$ cat config.mk
export PLATFORM = sky130hd
export DESIGN_NAME = nested_hop_header_framer
export DESIGN_NICKNAME = d
export VERILOG_FILES = /design/src/nhhf_pkg.sv /design/src/nhhf_ctrl.sv /design/src/nhhf_dp.sv /design/src/nested_hop_header_framer.sv
export SDC_FILE = /design/constraint.sdc
export NUM_CORES = 1
export LEC_CHECK = 0
export ABC_AREA = 1
export ABC_CLOCK_PERIOD_IN_PS = 7790
export BUFFER_PORTS_ARGS = -buffer_cell sky130_fd_sc_hd__buf_4
export CORE_UTILIZATION = 35
export DETAILED_ROUTE_END_ITERATION = 7
export SLEW_MARGIN = 20
export SYNTH_ARGS = -nofsm -noshare
export SYNTH_HDL_FRONTEND = slang
export SYNTH_SLANG_ARGS = --single-unit
$ cat constraint.sdc
create_clock -name i_clk -period 7.79 [get_ports i_clk]
set_input_delay 1.558 -clock i_clk [delete_from_list [all_inputs] [get_ports i_clk]]
set_output_delay 1.558 -clock i_clk [all_outputs]
set_load 0.05 [all_outputs]
$ cat src/nhhf_pkg.sv
// nhhf_pkg: shared constants, types and header byte function of the hop header framer
// no dependencies; imported by every module under src
package nhhf_pkg;

    localparam int MAX_HOPS     = 4;
    localparam int HEADER_BYTES = 16;
    localparam int HOP_REGS     = 4;
    localparam int NUM_HOPS     = (MAX_HOPS < HOP_REGS) ? MAX_HOPS : HOP_REGS;

    localparam int CNT_W  = 3;
    localparam int HOP_W  = $clog2(HOP_REGS);
    localparam int POS_W  = $clog2(HEADER_BYTES);
    localparam int LEN_W  = 32;
    localparam int HVAL_W = 48;
    localparam int BYTE_W = 8;
    localparam int IDX_W  = 3;

    // register indexes
    localparam logic [IDX_W-1:0] REG_HOP_COUNT = IDX_W'(0);
    localparam logic [IDX_W-1:0] REG_HOP_FIRST = IDX_W'(1);
    localparam logic [IDX_W-1:0] REG_HOP_LAST  = IDX_W'(HOP_REGS);

    // request codes
    localparam logic REQ_START   = 1'b0;
    localparam logic REQ_PAYLOAD = 1'b1;

    typedef enum logic [0:0] {
        ST_IDLE,
        ST_HDR
    } t_state;

    typedef struct packed {
        logic load_pay;
        logic start;
        logic emit_hdr;
    } t_cmd;

    typedef struct packed {
        logic slot_free;
        logic hops_zero;
        logic hdr_last;
    } t_sts;

    // one byte of a routing header: address, port, zero word, length
    function automatic logic [BYTE_W-1:0] hdr_byte(input logic [HVAL_W-1:0] hop,
                                                  input logic [LEN_W-1:0]  len,
                                                  input logic [POS_W-1:0]  pos);
        logic [31:0] word;
        logic [BYTE_W-1:0] b;
        case (pos[3:2])
            2'd0:    word = hop[47:16];
            2'd1:    word = {16'h0000, hop[15:0]};
            2'd2:    word = 32'h0000_0000;
            default: word = len;
        endcase
        case (pos[1:0])
            2'd0:    b = word[31:24];
            2'd1:    b = word[23:16];
            2'd2:    b = word[15:8];
            default: b = word[7:0];
        endcase
        return b;
    endfunction

endpackage

$ cat src/nhhf_ctrl.sv
// nhhf_ctrl: controller state machine of the hop header framer
// depends on nhhf_pkg; drives commands to nhhf_dp and reads its status
module nhhf_ctrl
    import nhhf_pkg::*;
(
    input  logic i_clk,
    input  logic i_rst_n,
    input  logic i_valid,
    input  logic i_req_type,
    input  t_sts i_sts,
    output t_cmd o_cmd,
    output logic o_ready
);

    t_state r_state, n_state;

    always_ff @(posedge i_clk) begin
        if (!i_rst_n) begin
            r_state <= ST_IDLE;
        end else begin
            r_state <= n_state;
        end
    end

    // next state
    always_comb begin
        n_state = r_state;
        case (r_state)
            ST_IDLE: begin
                if (i_valid && i_sts.slot_free && i_req_type == REQ_START && !i_sts.hops_zero)
                    n_state = ST_HDR;
            end
            ST_HDR: begin
                if (i_sts.slot_free && i_sts.hdr_last)
                    n_state = ST_IDLE;
            end
            default: n_state = ST_IDLE;
        endcase
    end

    // outputs
    always_comb begin
        o_cmd   = '0;
        o_ready = 1'b0;
        case (r_state)
            ST_IDLE: begin
                o_ready = i_sts.slot_free;
                if (i_valid && i_sts.slot_free) begin
                    if (i_req_type == REQ_PAYLOAD)
                        o_cmd.load_pay = 1'b1;
                    else
                        o_cmd.start = 1'b1;
                end
            end
            ST_HDR: begin
                o_cmd.emit_hdr = i_sts.slot_free;
            end
            default: begin
                o_ready = 1'b0;
            end
        endcase
    end

`ifndef SYNTH
    a_no_accept_in_hdr: assert property (@(posedge i_clk) disable iff (!i_rst_n)
        (r_state == ST_HDR) |-> (!o_cmd.start && !o_cmd.load_pay))
        else $error("input beat taken during header run");

    a_emit_needs_slot: assert property (@(posedge i_clk) disable iff (!i_rst_n)
        o_cmd.emit_hdr |-> i_sts.slot_free)
        else $error("header byte emitted into a full output slot");

    a_start_enters_hdr: assert property (@(posedge i_clk) disable iff (!i_rst_n)
        (o_cmd.start && !i_sts.hops_zero) |=> (r_state == ST_HDR))
        else $error("start with hops did not begin a header run");

    a_hdr_ends_idle: assert property (@(posedge i_clk) disable iff (!i_rst_n)
        (o_cmd.emit_hdr && i_sts.hdr_last) |=> (r_state == ST_IDLE))
        else $error("header run did not end after the goal header");
`endif

endmodule

$ cat src/nhhf_dp.sv
// nhhf_dp: datapath of the hop header framer: config registers, counters, output register
// depends on nhhf_pkg; commanded by nhhf_ctrl
module nhhf_dp
    import nhhf_pkg::*;
(
    input  logic              i_clk,
    input  logic              i_rst_n,
    input  logic              i_cfg_we,
    input  logic [IDX_W-1:0]  i_cfg_index,
    input  logic [HVAL_W-1:0] i_cfg_data,
    input  logic [LEN_W-1:0]  i_payload_length,
    input  logic [BYTE_W-1:0] i_payload_byte,
    input  logic              i_payload_last,
    input  logic              i_ready,
    input  t_cmd              i_cmd,
    output t_sts              o_sts,
    output logic              o_valid,
    output logic [BYTE_W-1:0] o_out_byte,
    output logic              o_is_header,
    output logic              o_last_of_run
);

    logic [CNT_W-1:0]  r_hop_count;
    logic [HVAL_W-1:0] r_hops [HOP_REGS];
    logic [HOP_W-1:0]  r_hop;
    logic [POS_W-1:0]  r_pos;
    logic [LEN_W-1:0]  r_len;
    logic              r_out_valid;
    logic [BYTE_W-1:0] r_out_byte;
    logic              r_out_hdr;
    logic              r_out_last;

    logic [CNT_W-1:0]  w_active;
    logic [CNT_W-1:0]  w_top;
    logic [LEN_W-1:0]  w_len;
    logic [IDX_W-1:0]  w_slot;
    logic              w_pos_end;

    // configuration writes, beyond the list ignored
    assign w_slot = i_cfg_index - REG_HOP_FIRST;

    always_ff @(posedge i_clk) begin
        if (!i_rst_n) begin
            r_hop_count <= '0;
            for (int i = 0; i < HOP_REGS; i++) r_hops[i] <= '0;
        end else if (i_cfg_we) begin
            if (i_cfg_index == REG_HOP_COUNT)
                r_hop_count <= i_cfg_data[CNT_W-1:0];
            else if (i_cfg_index >= REG_HOP_FIRST && i_cfg_index <= REG_HOP_LAST)
                r_hops[w_slot[HOP_W-1:0]] <= i_cfg_data;
        end
    end

    assign w_active  = (r_hop_count > CNT_W'(NUM_HOPS)) ? CNT_W'(NUM_HOPS) : r_hop_count;
    assign w_top     = w_active - CNT_W'(1);
    assign w_pos_end = (r_pos == POS_W'(HEADER_BYTES - 1));
    // enclosed length of the current hop
    assign w_len     = r_len + (LEN_W'(r_hop) << POS_W);

    // hop and byte counters
    always_ff @(posedge i_clk) begin
        if (i_cmd.start) begin
            r_hop <= w_top[HOP_W-1:0];
            r_pos <= '0;
            r_len <= i_payload_length;
        end else if (i_cmd.emit_hdr) begin
            r_pos <= r_pos + POS_W'(1);
            if (w_pos_end)
                r_hop <= r_hop - HOP_W'(1);
        end
    end

    // output register
    always_ff @(posedge i_clk) begin
        if (!i_rst_n) begin
            r_out_valid <= 1'b0;
        end else if (i_cmd.load_pay || i_cmd.emit_hdr) begin
            r_out_valid <= 1'b1;
        end else if (i_ready) begin
            r_out_valid <= 1'b0;
        end
    end

    always_ff @(posedge i_clk) begin
        if (i_cmd.load_pay) begin
            r_out_byte <= i_payload_byte;
            r_out_hdr  <= 1'b0;
            r_out_last <= i_payload_last;
        end else if (i_cmd.emit_hdr) begin
            r_out_byte <= hdr_byte(r_hops[r_hop], w_len, r_pos);
            r_out_hdr  <= 1'b1;
            r_out_last <= o_sts.hdr_last;
        end
    end

    assign o_sts.slot_free = !r_out_valid || i_ready;
    assign o_sts.hops_zero = (w_active == '0);
    assign o_sts.hdr_last  = (r_hop == '0) && w_pos_end;

    assign o_valid       = r_out_valid;
    assign o_out_byte    = r_out_byte;
    assign o_is_header   = r_out_hdr;
    assign o_last_of_run = r_out_last;

endmodule

$ cat src/nested_hop_header_framer.sv
// nested_hop_header_framer: top level, joins controller and datapath
// depends on nhhf_pkg, nhhf_ctrl and nhhf_dp
//
// usage
// - input channel i_valid / o_ready carries one beat per item: a start beat
//   (req_type 0) with the payload length, or a payload beat (req_type 1)
// - output channel o_valid / i_ready carries one framed byte per beat
// - a start beat makes 16 header bytes per active hop, outermost hop first,
//   the goal hop last with last_of_run set on its final byte
// - payload beats pass through the output register, one per cycle unless stalled
// - header bytes leave at one per cycle unless stalled; a start beat with hops
//   holds the input off while the hop and byte counters step through its headers
// - with zero hops a start beat is absorbed and makes no output
// - an output register parts the two sides: a new beat is taken in the same
//   cycle the waiting byte is taken by the receiver
// - receiver stall holds the output byte and stops the header run in place
// - reset clears the hop count, the hop registers and the output valid
// - config writes (i_cfg_we, i_cfg_index, i_cfg_data) take effect at once and
//   belong to idle periods only
module nested_hop_header_framer
    import nhhf_pkg::*;
(
    input  logic              i_clk,
    input  logic              i_rst_n,
    // config port
    input  logic              i_cfg_we,
    input  logic [IDX_W-1:0]  i_cfg_index,
    input  logic [HVAL_W-1:0] i_cfg_data,
    // input channel
    input  logic              i_valid,
    output logic              o_ready,
    input  logic              i_req_type,
    input  logic [LEN_W-1:0]  i_payload_length,
    input  logic [BYTE_W-1:0] i_payload_byte,
    input  logic              i_payload_last,
    // output channel
    output logic              o_valid,
    input  logic              i_ready,
    output logic [BYTE_W-1:0] o_out_byte,
    output logic              o_is_header,
    output logic              o_last_of_run
);

    t_cmd w_cmd;
    t_sts w_sts;

    // state machine: idle taking beats, or running headers
    nhhf_ctrl u_ctrl (
        .i_clk      (i_clk),
        .i_rst_n    (i_rst_n),
        .i_valid    (i_valid),
        .i_req_type (i_req_type),
        .i_sts      (w_sts),
        .o_cmd      (w_cmd),
        .o_ready    (o_ready)
    );

    // hop registers, counters, header byte select and output register
    nhhf_dp u_dp (
        .i_clk            (i_clk),
        .i_rst_n          (i_rst_n),
        .i_cfg_we         (i_cfg_we),
        .i_cfg_index      (i_cfg_index),
        .i_cfg_data       (i_cfg_data),
        .i_payload_length (i_payload_length),
        .i_payload_byte   (i_payload_byte),
        .i_payload_last   (i_payload_last),
        .i_ready          (i_ready),
        .i_cmd            (w_cmd),
        .o_sts            (w_sts),
        .o_valid          (o_valid),
        .o_out_byte       (o_out_byte),
        .o_is_header      (o_is_header),
        .o_last_of_run    (o_last_of_run)
    );

endmodule

; Word level (Yosys, flattened, before mapping)
; Memory sizes are Yosys's and may differ from the RTL's. A register that Yosys moved wholly into a read port is not among the register bits.
; Index checks and enable logic that the tools add are counted.
[op_classes]
addsub = 5
order_cmp = 3
n_eq_ne = 5
n_mux = 31
bitwise_logic = 2
reduce_logical = 22
[ops]
columns = operator, n
row1 = 32-bit case mux with 3 select lines, 1
row2 = 48-bit 2-to-1 mux, 1
row3 = 48-bit OR reduction, 1
row4 = 32-bit by 6-bit adder with 32-bit output, 1
row5 = 8-bit case mux with 3 select lines, 1
row6 = 1-bit 2-to-1 mux, 17
row7 = 8-bit 2-to-1 mux, 2
row8 = 2-bit 2-to-1 mux, 7
row9 = 2-bit nonzero test, 4
row10 = 1-bit logical AND, 6
row11 = 2-bit zero test, 3
row12 = 3-bit zero test, 2
row13 = 2-bit by 1-bit subtractor with 2-bit output (second input constant), 3
row14 = 4-bit by 1-bit adder with 4-bit output (second input constant), 1
row15 = 2-bit by 1-bit equality test with 1-bit output (second input constant), 2
row16 = 2-bit equality test (second input constant), 2
row17 = 4-bit equality test (second input constant), 1
row18 = 2-bit AND reduction, 2
row19 = 3-bit by 1-bit greater-or-equal comparator with 1-bit output (second input constant), 1
row20 = 3-bit greater-than comparator (second input constant), 1
row21 = 3-bit less-or-equal comparator (second input constant), 1
row22 = 3-bit 2-to-1 mux, 1
row23 = 1-bit zero test, 2
row24 = 1-bit logical OR, 2
row25 = 2 further kinds, 3
[word_totals]
regBits = 53
ram_bits = 192
output_inout_bits = 12
elab_cells = 78
n_memories = 1
[mem_list]
columns = memory, depth, word_bits, read_ports, rd_clocked_by_memory_dff, write_ports, line_no
row1 = u_dp.r_hops, 4, 48, 1, 1, 4, nhhf_dp.sv:24  ; logic [HVAL_W-1:0] r_hops [HOP_REGS];

; Depth between registers and ports, before layout
[logic_depth]
word_depth = 9
ltp_mapped = 15
ltp_nobuf = 15

; Cells and area by module
; Synthesis repeated with hierarchy kept, for this count alone.
[hier_totals]
cells_unflattened = 1310
area_unflattened_um2 = 11892.7
[by_module_without_submodules]
columns = module, n_inst, cells_each, area_per_inst_um2, seq_area_each_um2
row1 = nhhf_dp, 1, 1295, 11796.3, 7277.0
row2 = nhhf_ctrl, 1, 15, 96.3, 20.0

; Worst setup path before layout
; No wires, ideal clock.
[synth_timing]
kind = in2reg
start = in i_cfg_index[0]
end = mem u_dp.r_hops[3][0] (enable)
setup_time_ps = 513
t_arrival_ps = 5561
required_ps = 7277
setup_slack_ps = 1716
path_stages = 8
cell_sequence = inv_1 > ha_1 > inv_1 > o21ai_1 > a21oi_2 > nand3_2 > nor2_1 > nor3_1
[synth_lines]
columns = element, line_no
row1 = start: declaration, nested_hop_header_framer.sv:27  ; input logic [IDX_W-1:0] i_cfg_index,
row2 = end: declaration, nhhf_dp.sv:24

==> summary.txt <==
Outcome
  – Status: finished clean

Critical path
  – Crit path from: i_cfg_index[0]
  – Crit Path Max Fanout: 50
  – Critical path arrival: 4.84 ns
  – Cells on worst reg2reg path: 11
  – Setup Crit Path Kind: in -> reg
  – Worst path required time: 8.04 ns
  – R2R Path End: u_dp.o_out_byte[2]$_DFFE_PP_
  – Reg2Reg Setup Slack: 4.43 ns
  – CP endpoint kind: flip-flop
  – Setup crit start kind: input pin

Logic synthesis
  – Yosys cell types: 40
  – Synth Instances: 1309
  – Sequential share of the synthesized area: 60.8%
  – Mux cell area share after synthesis: 0.0938%
  – Syn Nets: 1416
  – Synth Flop Type: edfxtp_1
  – Number of synthesis warnings: 0
  – Synth Area in Adders: 1.00%
  – Simple-gate share of the synthesized area: 25.1%
  – Mean post-synth cell area: 9.17 sq um
  – Xor and xnor area share after synthesis: 0.146%
  – Main combinational cell family by area after synthesis: simple AND/OR/NAND/NOR gates
  – #FFs+latches synth: 247
  – Post-Syn Area: 0.0120 sq mm
  – Compound-Gate Fraction of Synth Area: 6.01%
  – Fraction of registers with async set/reset: 0%
  – EDFF count, synth: 235

Worst hold path
  – Hold Path Class: reg -> reg
  – Cell depth of the worst hold path: 2
  – Hold path startpoint: u_dp.o_is_header$_SDFFE_PP0P_
  – Worst Hold End: u_dp.o_is_header$_SDFFE_PP0P_

Floorplan
  – I/O pins: 110
  – Num rows: 67
  – DIE HEIGHT: 187 um
  – Initial Util: 35.7%
  – Die W: 187 um
  – Core area: 0.0336 sq mm
  – Die area: 0.0351 sq mm

STA
  – Setup TNS: 0 ns
  – Count of final setup violators: 0
  – Setup ws final: 3.21 ns
  – Clk_skew: 0.00742 ns
  – Min Hold Slack: 0.453 ns
  – Worst Max-Slew Pin Slew: 1.10 ns
  – Fmax: 218 MHz
  – RSZ-0062 raised after global routing: false
  – Final Cycle Share: 58.9%
  – Final Hold Fails: 0
  – Worst slew margin: 26.4%
  – Final Max Slew Viols: 0
  – Post-route minimum period: 4.58 ns

Detailed routing
  – Initial drt markers: 711
  – Metal3 WL: 1920 um
  – First-pass DRT Iterations: 6
  – Final wirelength: 32200 um
  – # DRC: 0
  – Max Used Layer: met4
  – Met2 Routed Length: 14900 um
  – Via density: 4.94
  – Avg WL per Cell: 17.3 um
  – Met1 wire length: 14500 um
  – Routed Antenna Nets: 0
  – Via count: 9182

Place
  – RD Place Congestion: 0.887
  – Placed cells: 1816
  – Pre-CTS WS: 2.63 ns
  – Port bufs: 109
  – DP HPWL: 21300 um
  – DP Area: 0.0131 sq mm

Power
  – NetSw: 0.886 mW
  – Internal cell power: 2.38 mW
  – Post-layout power: 3.27 mW
  – Pwr/cell area: 235 mW/mm^2
  – Sw Ratio: 27.1%
  – Logic pwr share: 15.3%
  – Leakage power: 5.67 nW
  – Proportion of power drawn by the clock network: 35.6%
  – Flop pwr share: 49.1%
  – Maximum VDD drop: 0.000142 V

Clock network
  – Clock latency on the worst-skew pair: 0.55 ns
  – Post-CTS Setup Inserts: 0
  – CTS H-Tree Depth: 1
  – Clk slew on worst S/H paths: 0.06 ns
  – Max clock buf depth: 3
  – Number of CTS-inserted buffers: 27
  – CTS Root Cell: clkbuf_16
  – TritonCTS clock tree: yes
  – Number of hold buffers added after CTS: 0
  – Clock sinks: 247
  – Post-CTS resize count: 0

Layout
  – Final #Nets: 1504
  – Finished Core Util: 41.4%
  – Filler cells: 3289
  – Layout cell share with drive strength beyond 1: 13.2%
  – Non-Filler Instances: 1858
  – Fin area: 0.0139 sq mm
  – Area Growth Syn to Fin: 15.9%
  – Ant diodes: 0

Global route
  – GRT Total Usage: 18.3%
  – First-pass GRT wire length: 50200 um
  – Antenna violations before repair: 0
  – Number of global-route vias before repair: 9003
  – Largest net degree at the start of global routing: 60
  – Remaining Overflow, GRT: 0

Job
  – Max-cap violations: 0
-- cell usage after synthesis, types with 5 or more instances --
| cell | n | area share (%) |
|---|---|---|
| nand3_1 | 117 | 4.9 |
| o21ai_0 | 77 | 3.2 |
| o21ai_1 | 6 | 0.25 |
| nand2_2 | 8 | 0.42 |
| nor2_4 | 6 | 0.56 |
| edfxtp_1 | 235 | 59 |
| a21oi_1 | 30 | 1.3 |
| buf_6 | 8 | 0.75 |
| nand2_1 | 263 | 8.2 |
| nor2_1 | 314 | 9.8 |
| buf_2 | 29 | 1.2 |
| o22ai_1 | 12 | 0.63 |
| clkbuf_1 | 15 | 0.47 |
| ha_1 | 8 | 0.83 |
| buf_4 | 9 | 0.56 |
| dfxtp_1 | 12 | 2.0 |
| inv_2 | 5 | 0.16 |
| nor3_1 | 6 | 0.25 |
| inv_1 | 116 | 3.6 |
-- layer usage --
metal	vias up	global-route usage, %
met2	297	29.9
met1	4345	25.3
met5	-	0
met3	56	2.35
met4	0	5.39
li1	4484	-
-- cells in the final DEF, fill, tap and decap left out, types with 3 or more instances in the layout --
master	count
nand3_1	117
o21ai_1	6
inv_2	4
nor2_2	4
edfxtp_1	235
inv_1	116
clkbuf_16	27
nor2_4	6
nand4_1	4
nand3_2	3
clkinv_1	5
a21oi_1	30
buf_4	121
nor3_1	5
o21ai_0	77
nand2_2	10
dfxtp_1	11
ha_1	8
nand2_1	260
nor2_1	314
clkbuf_1	7
o22ai_1	12
-- worst max-delay path by stage --
| stage | endpoint |
|---|---|
| 6_report | u_dp.r_hops[0][30]$_SDFFCE_PN0P_ |
| 5_1_grt | u_dp.r_hops[0][39]$_SDFFCE_PN0P_ |
| 3_5_place_dp | u_dp.r_hops[0][14]$_SDFFCE_PN0P_ |
| 2_1_floorplan | u_dp.r_hops[3][0]$_DFFE_PP_ |
| 3_3_place_gp | u_dp.r_hops[0][33]$_SDFFCE_PN0P_ |
| 4_1_cts | u_dp.r_hops[0][42]$_SDFFCE_PN0P_ |
-- state kept, by name, summed over array words and instances, names as in the netlist, named ones only --
signal and cells:
u_dp.r_hops 192, u_ctrl.r_state 1, u_dp.o_out_byte 8, u_dp.r_pos 4, u_dp.o_valid 1, u_dp.r_hop 2, u_dp.o_last_of_run 1, u_dp.r_hop_count 3
u_dp.r_len 32, u_dp.o_is_header 1
-- critical path: stages --
cell     delay (ns)
buf_4          0.12
inv_1          0.13
ha_1           0.20
inv_1          0.07
o21ai_1        0.14
a21oi_2        0.06
nand3_2        0.05
buf_4          0.52
nor2_4         0.11
nand2_2        0.82
nand2_2        0.56
buf_4          0.45
-- cell type report --
class                   instances  area (sq um)  share of cell area [%]
flip-flops and latches        247          7300                    52.5
multi-input cells             878          3910                    28.1
repair buffers                121           908                    6.53
clock buffers                  34           702                    5.04
well taps                     448           561                    4.03
inverters                     122           460                    3.31
clock inverters                 8          77.6                   0.558
-- power by group through the flow --
stage | combinational (mW) | sequential [mW] | clock [mW]
after global routing | 0.552 | 1.62 | 1.23
after floorplan | 0.299 | 1.65 | 0
after CTS | 0.502 | 1.61 | 1.18
after detailed placement | 0.499 | 1.63 | 0
after global placement | 0.493 | 1.63 | 0
final | 0.500 | 1.61 | 1.16
-- cells by family (layout without fill, tap and decap cells) --
family / count (synthesis) / in the layout
xor gates and xnor gates: 2 / 2
adders and majority gates: 9 / 9
AOI/OAI and AO/OA: 135 / 135
DFF: 247 / 247
and+or+nand+nor: 731 / 731
muxes: 1 / 1
buffers and inverters: 184 / 285
Note: power is estimated with default switching activity, not from simulation.
